==> config.mk <==
export PLATFORM = sky130hd
export DESIGN_NAME = ctc_ctrl
export DESIGN_NICKNAME = d
export VERILOG_FILES = /design/src/rtl/ctc_pkg.sv /design/src/rtl/ctc_ctrl.sv
export SDC_FILE = /design/constraint.sdc
export NUM_CORES = 1
export LEC_CHECK = 0
export BUFFER_PORTS_ARGS = -buffer_cell sky130_fd_sc_hd__buf_2
export CORE_AREA = 2 2 39 41
export DETAILED_ROUTE_END_ITERATION = 10
export DIE_AREA = 0 0 41 43
export HOLD_SLACK_MARGIN = 0.08
export PLACE_DENSITY = 0.39
export SLEW_MARGIN = 5
export SYNTH_ARGS = -nofsm -noshare
export SYNTH_HDL_FRONTEND = slang
export SYNTH_SLANG_ARGS = --single-unit
==> constraint.sdc <==
create_clock -name clk -period 1.55 [get_ports clk]
set_input_delay 0.2325 -clock clk [delete_from_list [all_inputs] [get_ports clk]]
set_output_delay 0.2325 -clock clk [all_outputs]
set_load 0.02 [all_outputs]
==> src/rtl/ctc_pkg.sv <==
package ctc_pkg;

  localparam int MaxRowKeysDef = 16;
  localparam int MaxColKeysDef = 16;
  localparam int CountBitsDef  = 32;

  localparam int KeyBits  = 64;
  localparam int SlotBits = 5;
  localparam int OutBits  = 32;

  typedef enum logic [1:0] {
    ST_COUNTED = 2'd0,
    ST_IGNORED = 2'd1,
    ST_DROPPED = 2'd2
  } status_t;

  // controller to datapath
  typedef struct packed {
    logic load;     // capture input beat
    logic lookup;   // register key match results
    logic rd;       // issue counter reads
    logic commit;   // write keys and counters, drive result
  } ctc_cmd_t;

  // datapath to controller
  typedef struct packed {
    logic clear_done;
  } ctc_stat_t;

  function automatic logic is_nan(input logic [KeyBits-1:0] v);
    return (v[62:52] == 11'h7ff) && (v[51:0] != '0);
  endfunction

  function automatic logic [KeyBits-1:0] norm_key(input logic [KeyBits-1:0] v);
    return (v == {1'b1, {(KeyBits-1){1'b0}}}) ? '0 : v;
  endfunction

endpackage

==> src/rtl/ctc_ctrl.sv <==
module ctc_ctrl
  import ctc_pkg::*;
(
  input  logic      clk,
  input  logic      rst,
  input  logic      start,
  input  ctc_stat_t stat,
  output logic      busy,
  output ctc_cmd_t  cmd
);

  typedef enum logic [2:0] {S_CLEAR, S_IDLE, S_LOOK, S_READ, S_COMMIT} state_t;
  state_t state;

  always_ff @(posedge clk) begin
    if (rst) begin
      state <= S_CLEAR;
      busy  <= 1'b1;
    end else begin
      case (state)
        S_CLEAR: if (stat.clear_done) begin
          state <= S_IDLE;
          busy  <= 1'b0;
        end
        S_IDLE: if (start) begin
          state <= S_LOOK;
          busy  <= 1'b1;
        end
        S_LOOK:   state <= S_READ;
        S_READ:   state <= S_COMMIT;
        S_COMMIT: begin
          state <= S_IDLE;
          busy  <= 1'b0;
        end
        default: state <= S_CLEAR;
      endcase
    end
  end

  always_comb begin
    cmd.load   = (state == S_IDLE) && start;
    cmd.lookup = (state == S_LOOK);
    cmd.rd     = (state == S_READ);
    cmd.commit = (state == S_COMMIT);
  end

  assert property (@(posedge clk) disable iff (rst) cmd.load |=> cmd.lookup)
    else $error("lookup did not follow load");
  assert property (@(posedge clk) disable iff (rst) cmd.commit |=> !busy)
    else $error("busy held after commit");
  assert property (@(posedge clk) disable iff (rst)
      $countones({cmd.load, cmd.lookup, cmd.rd, cmd.commit}) <= 1)
    else $error("overlapping commands");

endmodule

# Yosys cells after proc, flatten, opt, wreduce, memory -nomap -nowiden
# Index checks and enable logic that the tools add are counted.
# W data, S select, Z words.
# word_totals
inputBits,4
regBits,4
out_inout_bits,5
elab_cells,19
# op_classes
n_mux,6
n_reduce_logical,5
eq_ne,6
# ops
cell,count
$pmux W3 S5,1
$eq A3 B2 Y1 const B,2
$mux W3,2
$ne A2 B2 Y1 const B,2
$eq A3 B1 Y1 const B,1
$eq A3 B3 Y1 const B,1
$logic_not A3 Y1,1
$pmux W1 S3,1
$reduce_and A3 Y1,1
$reduce_bool A3 Y1,1
$mux W1,2
$reduce_and A2 Y1,1
$logic_and A1 B1 Y1,1

# Depth between registers and ports, before layout
# logic_depth
word_depth,3
ltp_mapped,3
mapped_depth_nobuf,3

# Worst setup path after synthesis
# No wires, ideal clock.
# synth_path
path_kind,register to register
from,reg state[1]
to,reg busy
arrival_time_ps,934
t_required_ps,1430
setup_slack_ps,497
n_path_buf,0
period_less_slack_ps,1053
path_stages_with_launch,4
setup_ps,120
cell_sequence,dfxtp_1 > nor2b_1 > and3b_2 > a211o_1
# synth_via
elab_chain_cells,3
elab_cells_between_ends,8
cone_classes,eq/ne: 4; mux: 1; reduce/logical: 3
# synth_rtl
item,line,text
"start, declared",ctc_ctrl.sv:13,state_t state;
"start signal, assigned",ctc_ctrl.sv:17,state <= S_CLEAR;
"start signal, assigned",ctc_ctrl.sv:22,state <= S_IDLE;
"start signal, assigned",ctc_ctrl.sv:26,state <= S_LOOK;
$eq A3 B1 Y1 (tied with other cells),ctc_ctrl.sv:20,case (state)
$ne A2 B2 Y1 (no source line) / $reduce_bool A3 Y1 (equally long branches),--,
$reduce_and A3 Y1 (no source line),--,
"end signal, assigned",ctc_ctrl.sv:18,busy <= 1'b1;
"end signal, assigned",ctc_ctrl.sv:23,busy <= 1'b0;
"end signal, assigned",ctc_ctrl.sv:27,busy <= 1'b1;
"end, declared",ctc_ctrl.sv:8,"output logic busy,"
# Several ways; a longest one is shown, not always the timed one.
# A chain may end at the register's enable or synchronous reset.

==> out/results.ini <==
[sta]
timing.hold.ws_ns = 0.200
hold_violations = 0
finalSetupTns_ns = 0
fin_crit_ns = 1.33
fmax_mhz = 751
skew_ns = 0.00435
fin_crit_sh = 0.859
finalMaxSlewViolations = 0
worst_slew_pin_slew_ns = 0.219
rsz0062_at_grt = false
slew_headroom = 0.853
fin_ws_ns = 0.219
final-setup-viol-count = 0

[worst_setup_path]
max_stage_delay_ns = 0.35
crit_chain = nor2b_1 > and3b_2 > buf_2
cpMaxStageDelayCell = dfxtp_1
required_ns = 1.32
r2r-start = state[2]
crit_fanout = 7
cp-end-kind = output pin
arrival_ns = 1.10
startpoint = state[1]
r2r_slack_ns = 0.41
worstSetupPathType = reg -> out
startpoint_type = register

[hold_path]
hp-class = in -> reg
hold_path_startpoint = rst

[grt]
grt_max_degree = 8
grt_pass1_vias = 199
grt_usage = 0.0803
antenna_found_initial = 0
grt.overflow.total = 0
grt_pass1_wl_um = 821

[placed_design]
hpwl_um = 355
gp_congestion = 0.654
post_dp_cell_area_um2 = 244
portBuffers = 8
place_ws_ns = 0.417

[run_status]
outcome = finished, final reports clean

[logic_synthesis]
syn_avg_cell_area_um2 = 9.20
ys_seq_area_frac = 0.435
synthCells = 20
synthesis.nets = 24
synth_area_um2 = 184
ys_ff_latch = 4
synth_cell_type_count = 13
synth_warnings = 0

[floorplanning]
dieArea_um2 = 1760
fp-row-count = 14
start_util = 0.133
pin_count = 9
coreArea_um2 = 1380
die_h_um = 43
die_x_um = 41

[pwr]
p_leak_nw = 0.130
ir_drop_uv = 229
p_per_area_nw_per_um2 = 1110

[drt]
wl_um = 472
firstDrtPassIters = 4
first_iter_violations = 4
wl_per_cell_um = 10.0
postRouteAntennaNets = 0
viasPerCell = 4.00
drc_errors = 0
num_vias = 188

[clocking]
cts_sinks = 4
cts_tree = done
htreeDepth = 1
clk_pin_slew_ns = 0.04
clockBufferDepth = 2
insertion_delay_ns = 0.24
cts_made_buffers = 3
cts_resized = 0
cts_setup_buffers = 0
cts-root-buf = clkbuf_4
cts_hold_buf = 0

[finish]
final_cell_area_um2 = 267
antenna_cells = 0
layout-drive-gt1-share = 0.419
n_fill_cell = 162
multi_input_area_um2 = 100
layout.nets = 37
finalCoreUtilization = 0.193
area_delta_synth_final_pct = 44.9
seqCellArea_um2 = 80.1

[run]
maxCapViolCount = 0

worst paths after layout:
| kind | cells after the start | end |
|---|---|---|
| worst max-delay path | 3 | cmd[3] |
| worst min-delay path | 2 | state[0] |
| worst max register to register | 2 | state[0] |
| worst min register to register | 1 | busy |
layer usage:
layer,part of all wire,vias up,track usage
li1,-,94,-
met1,0.33,89,0.0579
met2,0.62,5,0.109
met3,0.049,0,0.0628
met4,0,0,0.100
met5,0,-,0
logic make-up after synthesis:
kind of cell    synth area share
compound gates             0.136
simple gates               0.354
mux                       0.0544
buf+inv                   0.0204
flops                      0.435
cells in the final DEF (no fill, tap or decap):
master / n
buf_2: 8
dfxtp_1: 4
clkbuf_4: 3
nor2_1: 2
and3b_2: 2
nor2b_1: 2
o21ai_0: 2
nand2_1: 1
inv_1: 1
and2_1: 1
mux2i_1: 1
nor3_1: 1
a211o_1: 1
or4b_1: 1
a31oi_1: 1
cell usage after synthesis:
cell type | count | area share
inv_1 | 1 | 0.020
a31oi_1 | 1 | 0.034
mux2i_1 | 1 | 0.054
a211o_1 | 1 | 0.048
nand2_1 | 1 | 0.020
nor2_1 | 2 | 0.041
and3b_2 | 2 | 0.11
o21ai_0 | 2 | 0.054
or4b_1 | 1 | 0.054
dfxtp_1 | 4 | 0.44
nor2b_1 | 2 | 0.068
and2_1 | 1 | 0.034
nor3_1 | 1 | 0.027
sequential cells by signal, summed over array words and instances (netlist names):
| signal | cells |
|---|---|
| state | 3 |
| busy | 1 |
power by group:
| part | leakage [nW] | internal (W) | switching [W] | total, W |
|---|---|---|---|---|
| sequential | 0.0329 | 0.000111 | 0.00000848 | 0.000120 |
| clock | 0.0138 | 0.0000869 | 0.0000468 | 0.000134 |
| combinational | 0.0832 | 0.0000203 | 0.0000229 | 0.0000433 |
worst max-delay path, delay by kind of cell (launching register included):
family / cells / cell delay (ns)
flops: 1 / 0.35
simple gates: 2 / 0.35
buf+inv: 1 / 0.16
stage by stage:
| stage | power (W) | instances |
|---|---|---|
| 5_1_grt | 0.000320 | 47 |
| 3_3_place_gp | 0.000165 | 44 |
| 3_5_place_dp | 0.000165 | 44 |
| 2_1_floorplan | 0.000149 | 20 |
| 6_report | 0.000297 | 47 |
| 4_1_cts | 0.000305 | 47 |
area by class of cell:
| class | instances | share of cell area |
|---|---|---|
| timing repair buffer | 8 | 0.150 |
| tap | 16 | 0.0751 |
| clock buffer | 3 | 0.0845 |
| multi-input combinational | 15 | 0.376 |
| sequential | 4 | 0.300 |
| inverter | 1 | 0.0141 |
(Power assumes the default switching activity.)
